--- src/hw/rtl/pwmb_pkg.sv ---
// Package for the PWM output driver with timed blink: types, codes and helpers.
package pwmb_pkg;

	// Scale applied to the PWM level for the steady drive (1 to 255)
	localparam logic [7:0] PWM_SCALE = 8'd1;

	localparam logic [7:0] DRIVE_FULL = 8'hFF;
	localparam logic [7:0] DRIVE_OFF  = 8'h00;
	localparam logic [31:0] COUNT_SAT = 32'hFFFF_FFFF;

	// Operation codes
	localparam logic [2:0] OP_TICK      = 3'd0;
	localparam logic [2:0] OP_SET_POWER = 3'd1;
	localparam logic [2:0] OP_TOGGLE    = 3'd2;
	localparam logic [2:0] OP_SET_LEVEL = 3'd3;
	localparam logic [2:0] OP_BLINK     = 3'd4;

	typedef struct packed {
		logic [2:0]  operation;
		logic        power_value;
		logic [7:0]  level_value;
		logic [31:0] blink_length_ms;
		logic [31:0] blink_period_ms;
	} cmd_t;

	typedef struct packed {
		logic [7:0]  drive_level;
		logic        power_on;
		logic        blink_active;
		logic [31:0] remaining_ms;
	} status_t;

	// Steady drive: level times scale while powered, saturating at full
	function automatic logic [7:0] steady_drive(input logic pwr, input logic [7:0] level);
		logic [15:0] prod;
		prod = 16'(level) * 16'(PWM_SCALE);
		if (!pwr) begin
			return DRIVE_OFF;
		end else if (prod > 16'(DRIVE_FULL)) begin
			return DRIVE_FULL;
		end else begin
			return prod[7:0];
		end
	endfunction

endpackage

--- src/hw/rtl/pwmb_stream_if.sv ---
// Valid/ready channel carrying one payload beat.
interface pwmb_stream_if #(
	parameter type payload_t = logic
);
	logic     valid;
	logic     ready;
	payload_t data;

	modport source (output valid, output data, input ready);
	modport sink   (input valid, input data, output ready);
endinterface

--- src/hw/rtl/pwm_output_with_timed_blink_top.sv ---
// Top level of the PWM output driver with timed blink.
//
//   channel  direction  payload   meaning
//   cmd      sink       cmd_t     one event beat: tick, power, level or blink
//   status   source     status_t  one status beat per event
//
// Each event is registered in the input register, processed against the stored
// state, and its status beat lands in the output register; one event per cycle
// is sustained while the status side does not stall. The state update and the output
// register load happen together, so a stalled status side holds the event in
// the input register; cmd stays ready while that register is free.
// Reset (arst_n low) clears all state and empties both registers.
module pwm_output_with_timed_blink_top
	import pwmb_pkg::*;
(
	input  logic            clk,
	input  logic            arst_n,
	pwmb_stream_if.sink     cmd,
	pwmb_stream_if.source   status
);

	// Pipeline registers
	logic    valid_s1;
	cmd_t    item_s1;
	logic    out_valid_q;
	status_t out_data_q;
	logic    advance;

	// Driver state
	logic        power_q, power_d;
	logic [7:0]  level_q, level_d;
	logic        blink_q, blink_d;
	logic        phase_q, phase_d;
	logic [31:0] elapsed_q, elapsed_d;
	logic [31:0] since_q, since_d;
	logic [31:0] length_q, length_d;
	logic [31:0] period_q, period_d;
	logic [7:0]  drive_q, drive_d;
	logic [31:0] since_inc;
	logic        new_power;

	assign advance   = valid_s1 && (!out_valid_q || status.ready);
	assign cmd.ready = !valid_s1 || advance;

	// Input register
	always_ff @(posedge clk or negedge arst_n) begin
		if (!arst_n) begin
			valid_s1 <= 1'b0;
		end else if (cmd.ready) begin
			valid_s1 <= cmd.valid;
		end
	end

	always_ff @(posedge clk) begin
		if (cmd.valid && cmd.ready) begin
			item_s1 <= cmd.data;
		end
	end

	// Next state for the event held in the input register
	always_comb begin
		power_d   = power_q;
		level_d   = level_q;
		blink_d   = blink_q;
		phase_d   = phase_q;
		elapsed_d = elapsed_q;
		since_d   = since_q;
		length_d  = length_q;
		period_d  = period_q;
		drive_d   = drive_q;
		since_inc = (since_q == COUNT_SAT) ? since_q : since_q + 32'd1;
		new_power = power_q;
		case (item_s1.operation)
			OP_TICK: begin
				if (blink_q) begin
					if (elapsed_q >= length_q) begin
						blink_d   = 1'b0;
						phase_d   = 1'b0;
						elapsed_d = '0;
						since_d   = COUNT_SAT;
						length_d  = '0;
						period_d  = '0;
						drive_d   = steady_drive(power_q, level_q);
					end else begin
						elapsed_d = elapsed_q + 32'd1;
						since_d   = since_inc;
						if (since_inc > (period_q >> 1)) begin
							phase_d = !phase_q;
							drive_d = phase_q ? DRIVE_OFF : DRIVE_FULL;
							since_d = '0;
						end
					end
				end
			end
			OP_SET_POWER, OP_TOGGLE, OP_SET_LEVEL: begin
				if (item_s1.operation == OP_SET_POWER) begin
					new_power = item_s1.power_value;
				end else if (item_s1.operation == OP_TOGGLE) begin
					new_power = !power_q;
				end
				if (item_s1.operation == OP_SET_LEVEL) begin
					level_d = item_s1.level_value;
				end
				// Any of these cancels a running blink
				power_d   = new_power;
				blink_d   = 1'b0;
				phase_d   = 1'b0;
				elapsed_d = '0;
				since_d   = COUNT_SAT;
				length_d  = '0;
				period_d  = '0;
				drive_d   = steady_drive(new_power, level_d);
			end
			OP_BLINK: begin
				phase_d   = 1'b0;
				elapsed_d = '0;
				since_d   = COUNT_SAT;
				if (item_s1.blink_length_ms == '0 || item_s1.blink_period_ms == '0) begin
					blink_d  = 1'b0;
					length_d = '0;
					period_d = '0;
					drive_d  = steady_drive(power_q, level_q);
				end else begin
					blink_d  = 1'b1;
					length_d = item_s1.blink_length_ms;
					period_d = item_s1.blink_period_ms;
				end
			end
			default: begin
			end
		endcase
	end

	// State registers
	always_ff @(posedge clk or negedge arst_n) begin
		if (!arst_n) begin
			power_q   <= 1'b0;
			level_q   <= '0;
			blink_q   <= 1'b0;
			phase_q   <= 1'b0;
			elapsed_q <= '0;
			since_q   <= COUNT_SAT;
			length_q  <= '0;
			period_q  <= '0;
			drive_q   <= '0;
		end else if (advance) begin
			power_q   <= power_d;
			level_q   <= level_d;
			blink_q   <= blink_d;
			phase_q   <= phase_d;
			elapsed_q <= elapsed_d;
			since_q   <= since_d;
			length_q  <= length_d;
			period_q  <= period_d;
			drive_q   <= drive_d;
		end
	end

	// Output register
	always_ff @(posedge clk or negedge arst_n) begin
		if (!arst_n) begin
			out_valid_q <= 1'b0;
		end else if (advance) begin
			out_valid_q <= 1'b1;
		end else if (status.ready) begin
			out_valid_q <= 1'b0;
		end
	end

	always_ff @(posedge clk) begin
		if (advance) begin
			out_data_q.drive_level  <= drive_d;
			out_data_q.power_on     <= power_d;
			out_data_q.blink_active <= blink_d;
			out_data_q.remaining_ms <= blink_d ? (length_d - elapsed_d) : '0;
		end
	end

	assign status.valid = out_valid_q;
	assign status.data  = out_data_q;

`ifndef SYNTHESIS
	// Idle blink state sits at its cleared values
	a_idle_clear: assert property (@(posedge clk) disable iff (!arst_n)
		!blink_q |-> (elapsed_q == '0 && since_q == COUNT_SAT && length_q == '0))
		else $error("blink fields not cleared while idle");

	// Elapsed time never runs past the blink length
	a_elapsed_bound: assert property (@(posedge clk) disable iff (!arst_n)
		blink_q |-> (elapsed_q <= length_q))
		else $error("blink elapsed past length");

	// A held event must not touch the state
	a_hold_state: assert property (@(posedge clk) disable iff (!arst_n)
		(valid_s1 && !advance) |=> ($stable(elapsed_q) && $stable(drive_q)))
		else $error("state changed while event was held");

	// No blink reported means no time left
	a_rem_zero: assert property (@(posedge clk) disable iff (!arst_n)
		(status.valid && !status.data.blink_active) |-> (status.data.remaining_ms == '0))
		else $error("remaining time without blink");
`endif

endmodule

--- src/flat_wrapper.sv ---
// flat-port wrapper written by rule: the top's interface ports become plain ports
module pwm_output_with_timed_blink_top_flat import pwmb_pkg::*;
  (clk, arst_n, cmd_valid, cmd_data, cmd_ready, status_valid, status_data, status_ready);
  pwmb_stream_if #(.payload_t(cmd_t)) cmd_i ();
  pwmb_stream_if #(.payload_t(status_t)) status_i ();
  input  logic clk;
  input  logic arst_n;
  input wire logic [$bits(cmd_i.valid)-1:0] cmd_valid;
  input wire logic [$bits(cmd_i.data)-1:0] cmd_data;
  output wire logic [$bits(cmd_i.ready)-1:0] cmd_ready;
  output wire logic [$bits(status_i.valid)-1:0] status_valid;
  output wire logic [$bits(status_i.data)-1:0] status_data;
  input wire logic [$bits(status_i.ready)-1:0] status_ready;
  assign cmd_i.valid = cmd_valid;
  assign cmd_i.data = cmd_data;
  assign cmd_ready = cmd_i.ready;
  assign status_valid = status_i.valid;
  assign status_data = status_i.data;
  assign status_i.ready = status_ready;
  pwm_output_with_timed_blink_top u_core (.clk(clk), .arst_n(arst_n), .cmd(cmd_i), .status(status_i));
endmodule
--- config.mk ---
export PLATFORM = sky130hd
export DESIGN_NAME = pwm_output_with_timed_blink_top_flat
export DESIGN_NICKNAME = d
export VERILOG_FILES = /design/src/hw/rtl/pwmb_pkg.sv /design/src/hw/rtl/pwmb_stream_if.sv /design/src/hw/rtl/pwm_output_with_timed_blink_top.sv /design/src/flat_wrapper.sv
export SDC_FILE = /design/constraint.sdc
export NUM_CORES = 1
export LEC_CHECK = 0
export ABC_AREA = 1
export BUFFER_PORTS_ARGS = -buffer_cell sky130_fd_sc_hd__buf_4
export CORE_MARGIN = 5
export CORE_UTILIZATION = 40
export DETAILED_ROUTE_END_ITERATION = 10
export PLACE_DENSITY_LB_ADDON = 0.2
export RECOVER_POWER = 25
export SLEW_MARGIN = 20
export SYNTH_ARGS = -nofsm -noshare
export SYNTH_HDL_FRONTEND = slang
export SYNTH_SLANG_ARGS = --single-unit
--- constraint.sdc ---
create_clock -name clk -period 4.6 [get_ports clk]
set_clock_uncertainty 0.15 [all_clocks]
set_input_delay 0.69 -clock clk [delete_from_list [all_inputs] [get_ports clk]]
set_output_delay 0.69 -clock clk [all_outputs]
set_load 0.005 [all_outputs]
=== After elaboration in Yosys (flattened, before gate mapping) ===
Cells that the tools add are included.

* $add $sub $neg: 3
* Multipliers: 0
* Div/mod/pow operators: 0
* Order comparisons: 4
* Equality and inequality tests: 8
* Shift operators: 0
* Mux-type cells: 42
* Bitwise operators: 0
* Reduce and logical (&&, ||, !) cells: 21

{| class="wikitable"
|+ Operators with widths
! cell !! count
|-
| two-way mux 32 bit || 12
|-
| case mux 32 bit (3 select lines) || 2
|-
| case mux 32 bit (2 select lines) || 2
|-
| two-way mux 8 bit || 11
|-
| adder 32 x 1 -> 32 bit, second input constant || 2
|-
| zero test 32 bit || 2
|-
| == test 32 bit, second input constant || 1
|-
| >= comparator 32 bit || 1
|-
| greater-than comparator 32 x 31 -> 1 bit || 1
|-
| subtractor 32 bit || 1
|-
| case mux 8 bit (3 select lines) || 1
|-
| greater-than comparator 8 bit, second input constant || 2
|-
| two-way mux 1 bit || 12
|-
| AND reduction 4 bit || 2
|-
| == test 3 x 2 -> 1 bit, second input constant || 2
|-
| zero test 1 bit || 4
|-
| inequality test 2 x 1 -> 1 bit, second input constant || 2
|-
| nonzero test 2 bit || 2
|-
| OR reduction 4 bit || 1
|-
| == test 3 x 1 -> 1 bit, second input constant || 1
|-
| == test 3 bit, second input constant || 1
|-
| zero test 3 bit || 1
|-
| logical OR 1 bit || 3
|-
| inequality test 3 x 1 -> 1 bit, second input constant || 1
|-
| 7 further kinds || 8
|}

* Register bits after elaboration: 267
* Bits in latches: 0
* RAM bits: 0
* Memory bits (read-only): 0
* Bits of input ports: 80
* Output and inout port bits: 44
* Word-level logic and storage cells: 98
* Memories: 0

=== Logic depth before layout (Yosys ltp) ===
* Word-level depth: 7
* Mapped depth: 30
* Gate-level depth less buffers: 30

=== Least setup slack after synthesis ===
No wires, ideal clock.

* Kind: register to register
* Start: register u_core.elapsed_q[23]
* End: register u_core.out_data_q, in the netlist u_core.status.data[28] (data pin)
* Library setup time: 0.249 ns
* Arrival time: 3.773 ns
* Required time: 4.201 ns
* Path slack: 0.428 ns
* Stages on the path, launching flop included: 26
* Path buffers: 0
* Clock period less this slack: 4.172 ns
* Cells stage by stage: dfrtp_1 ha_1 nand2_1 nor3_1 nand3_1 nor2_1 nand4_1 nand3_1 nor2_1 o21ai_0 o21ai_0 ha_1 fa_1 inv_1 nand3_1 nand2_1 a21oi_1 o21ai_0 nand3_1 nand3_1 nand2_1 nand2_1 a21oi_1 xor2_1 nand2_1 inv_1

* Word-level cells in the longest chain between the ends: 5
* Elaborated cells between the ends (all ways): 12
* Those cells by class: add/sub: 2; order compare: 1; mux: 9

{| class="wikitable"
|+ Ends and longest elaborated chain
! item !! line !! RTL
|-
| start: declaration || pwm_output_with_timed_blink_top.sv:34 || <nowiki>logic [31:0] elapsed_q, elapsed_d;</nowiki>
|-
| start signal: assignment || pwm_output_with_timed_blink_top.sv:151 || <nowiki>elapsed_q <= elapsed_d;</nowiki>
|-
| >= comparator 32 bit || pwm_output_with_timed_blink_top.sv:76 || <nowiki>if (elapsed_q >= length_q) begin</nowiki>
|-
| two-way mux 32 bit || pwm_output_with_timed_blink_top.sv:76 ||
|-
| two-way mux 32 bit || pwm_output_with_timed_blink_top.sv:75 || <nowiki>if (blink_q) begin</nowiki>
|-
| case mux 32 bit (2 select lines) || pwm_output_with_timed_blink_top.sv:73 || <nowiki>case (item_s1.operation)</nowiki>
|-
| net u_core.elapsed_d[0] || pwm_output_with_timed_blink_top.sv:34 ||
|-
| subtractor 32 bit || pwm_output_with_timed_blink_top.sv:175 || <nowiki>out_data_q.remaining_ms <= blink_d ? (length_d - elapsed_d) : '0;</nowiki>
|-
| end: declaration || pwm_output_with_timed_blink_top.sv:26 || <nowiki>status_t out_data_q;</nowiki>
|}

The timed path passes the listed nets, and every way through them passes these cells.
A chain may end at the register's enable or synchronous reset.

=== Worst setup path in the final report ===
* Start: register u_core.elapsed_q[15]
* End: register u_core.out_data_q, in the netlist u_core.status.data[30] (data pin)

* Word-level cells in the longest chain between the ends: 5
* Elaborated cells between the ends (all ways): 12
* Those cells by class: add/sub: 2; order compare: 1; mux: 9

{| class="wikitable"
|+ Ends and longest elaborated chain
! item !! line !! RTL
|-
| >= comparator 32 bit || pwm_output_with_timed_blink_top.sv:76 ||
|-
| two-way mux 32 bit || pwm_output_with_timed_blink_top.sv:76 ||
|-
| two-way mux 32 bit || pwm_output_with_timed_blink_top.sv:75 ||
|-
| case mux 32 bit (3 select lines) || pwm_output_with_timed_blink_top.sv:73 ||
|-
| net u_core.length_d[13] || pwm_output_with_timed_blink_top.sv:36 || <nowiki>logic [31:0] length_q, length_d;</nowiki>
|-
| subtractor 32 bit || pwm_output_with_timed_blink_top.sv:175 ||
|}

The timed path passes the listed nets, and every way through them passes these cells.

==> results.yml <==
timing:
  finalCritPeriodShare: 0.9480
  slew_violations: 109
  relSlewSlack: -0.9148
  rsz0062_at_grt: "no"
  tightest_slew_ns: 2.872
  whs_ns: 0.1491
  setup_viol: 0
  fmax_mhz: 229.3
  setup_slack_ns: 0.2394
  min_period_ns: 4.361
  hold_violations: 0
yosys:
  synth_seq_area_share: 0.4629
  synthTopCellsByArea: "edfxtp_1, dfrtp_1, nand2_1"
  async_reset_ff_frac: 0.5564
  yosysMostFrequentCell: "nand2_1"
  synth_top_area_cell: "edfxtp_1"
  synth_cells: 1867
  synth_edf_count: 118
  synth.distinct_cells: 48
  synth_commonest_cells: "nand2_1, inv_1, nor2_1"
  ys_warn_count: 0
  synth_area_per_cell_um2: 8.432
  netlist_area_um2: 15740
  synth_nets: 2044
  synth_top_area_frac: 0.2251
  synth_ff_type: "edfxtp_1"
  synth-seq-cells: 266
cts:
  holdBufCountCts: 0
  clk_latency_ns: 0.59
  clkSlewWorstSetupHoldPaths_ns: 0.06
  clockRootBuffer: "clkbuf_16"
  clockBufferDepth: 3
  cts_buffers: 31
  cts_tree: "done"
  cts_sinks: 266
  htreeDepth: 1
critical_path:
  critPathTopFamily: "simple AND/OR/NAND/NOR gates"
  critPathSlowestCell: "dfrtp_1"
  worst_ep_arrival_time_ns: 4.54
  reg2reg_depth: 26
  worstPathRequired_ns: 4.78
  cp.depth: 26
  crit_top_cell: "nand2_1"
  worst-path-buf-inv: 5
  path_max_fanout: 9
  slowest_delay_ns: 0.42
  cp-end-kind: "flip-flop"
  startpoint_type: "flip-flop"
  crit_type: "flip-flop to flip-flop"
  r2r_slack_ns: 0.24
routing:
  via_per_inst: 5.125
  remaining_drc_errors: 0
  drt_iter0_drc: 990
  firstDrtPassIters: 5
  vias: 13270
  ant_nets: 0
  wl_per_cell_um: 16.59
  routed_wl_um: 42950
min_path:
  hold_class: "primary input to flip-flop"
  hold_path_depth: 1
final_layout:
  fin_util: 0.4850
  fillers: 3713
  nNetsFinal: 2223
  diodes: 0
  drive_gt1_frac: 0.1854
  area_growth_syn_to_layout_pct: 19.62
power:
  power.leakage_nw: 8.956
  vdd_drop_max_mv: 0.2495
  powerDensity_nw_per_um2: 516.4
  power_mw: 9.724
floorplanning:
  die_x_um: 208.4
  die_y_um: 208.4
  ioPinCount: 124
  start_util: 0.4055
  die-area_um2: 43420
  core_um2: 38830
  row_count: 72
status:
  outcome: "complete, but fails checks"
  failed_checks: "capacitance limit, slew limit"
placement:
  dp_slack_ns: -0.02535
  place.gp.congestion: 0.8916
  dp_hpwl_um: 31100
  io_buffer_count: 123
global_routing:
  gr-usage-all-layers: 0.1915
  grt_first_pass_wirelength_um: 68730
  antenna_found_initial: 0
  grt_pass1_vias: 12750
  grt_max_degree: 109
  grt-ovfl-total: 0
flow_run:
  cap_violations: 1
## routing by layer
metal  wire, um  global-route usage
met3       2613             0.03148
met5          0                   0
met1      21440              0.2975
met2      18110              0.2818
met4        790             0.03941
## where the power goes
part           internal [mW]  switching, mW  total (mW)
clock                   1.42          0.995        2.41
sequential              2.90          0.195        3.09
combinational           1.58           2.64        4.22
## worst paths after layout
kind	startpoint	endpoint
worst max-delay path	u_core.elapsed_q[15]$_DFFE_PN0P_	u_core.status.data[30]$_SDFFCE_PN0P_
worst min register to register	u_core.period_q[1]$_DFFE_PN0P_	u_core.period_q[1]$_DFFE_PN0P_
worst min-delay path	cmd_data[22]	u_core.item_s1[22]$_DFFE_PP_
max in group asynchronous	arst_n	u_core.elapsed_q[28]$_DFFE_PN0P_
min in group asynchronous	arst_n	u_core.period_q[14]$_DFFE_PN0P_
worst max register to register	u_core.elapsed_q[15]$_DFFE_PN0P_	u_core.status.data[30]$_SDFFCE_PN0P_
## area by class of cell
cell class / count / area (um2) / share of cell area
Timing Repair Buffer: 199 / 1519 / 0.08066
Clock buffer: 41 / 823.3 / 0.04372
Multi-Input combinational cell: 1285 / 7401 / 0.3930
Sequential cell: 266 / 7289 / 0.3871
Tap cell: 518 / 648.1 / 0.03442
Inverter: 263 / 991.0 / 0.05262
Clock inverter: 17 / 158.9 / 0.008438
## flip-flops by register name, summed over array words and instances, names as in the netlist
register / flops
u_core.item_s1: 76
u_core.status.data: 42
u_core.elapsed_q: 32
u_core.length_q: 32
u_core.since_q: 32
u_core.period_q: 31
u_core.drive_q: 8
u_core.level_q: 8
u_core.blink_q: 1
u_core.phase_q: 1
u_core.power_q: 1
u_core.status.valid: 1
u_core.valid_s1: 1
## kinds of logic (layout without fill, tap and decap cells)
logic type,count (synthesis),count (layout),synth area share
fa+ha+maj,97,97,0.07757
xor+xnor,58,58,0.03227
mux,8,8,0.005087
flops,266,266,0.4629
simple gates,772,772,0.2194
compound gates,350,350,0.1239
buf+inv,316,520,0.07884
## cells in the final DEF (no fill, tap or decap), types with 19 or more instances in the layout
cell type | synthesis | layout
a21oi_1 | 111 | 102
a22oi_1 | 28 | 26
buf_4 | 0 | 116
clkbuf_16 | 0 | 31
clkbuf_4 | 0 | 74
dfrtp_1 | 116 | 114
dfstp_2 | 32 | 32
edfxtp_1 | 118 | 118
ha_1 | 96 | 91
inv_1 | 250 | 247
nand2_1 | 398 | 393
nand2_2 | 14 | 19
nand3_1 | 105 | 101
nand4_1 | 28 | 28
nor2_1 | 141 | 135
nor3_1 | 31 | 29
o21ai_0 | 133 | 120
o21ai_1 | 12 | 22
o22ai_1 | 33 | 33
xor2_1 | 46 | 46
## per-stage QoR
stage	instance area, um2	TNS (ns)	cells
2_1_floorplan	15740	0	1867
3_3_place_gp	17560	0	2518
3_5_place_dp	17560	-0.02535	2518
4_1_cts	18540	0	2576
5_1_grt	18830	0	2589
6_report	18830	0	2589
## what timing repair did
| action | CTS | global route |
|---|---|---|
| endpoints found under the setup margin | 3 | 24 |
| gates resized for setup | 2 | 61 |
| setup buffers | 0 | 13 |
| pin swaps | 0 | 18 |
Power figures use the tool's default switching activity.
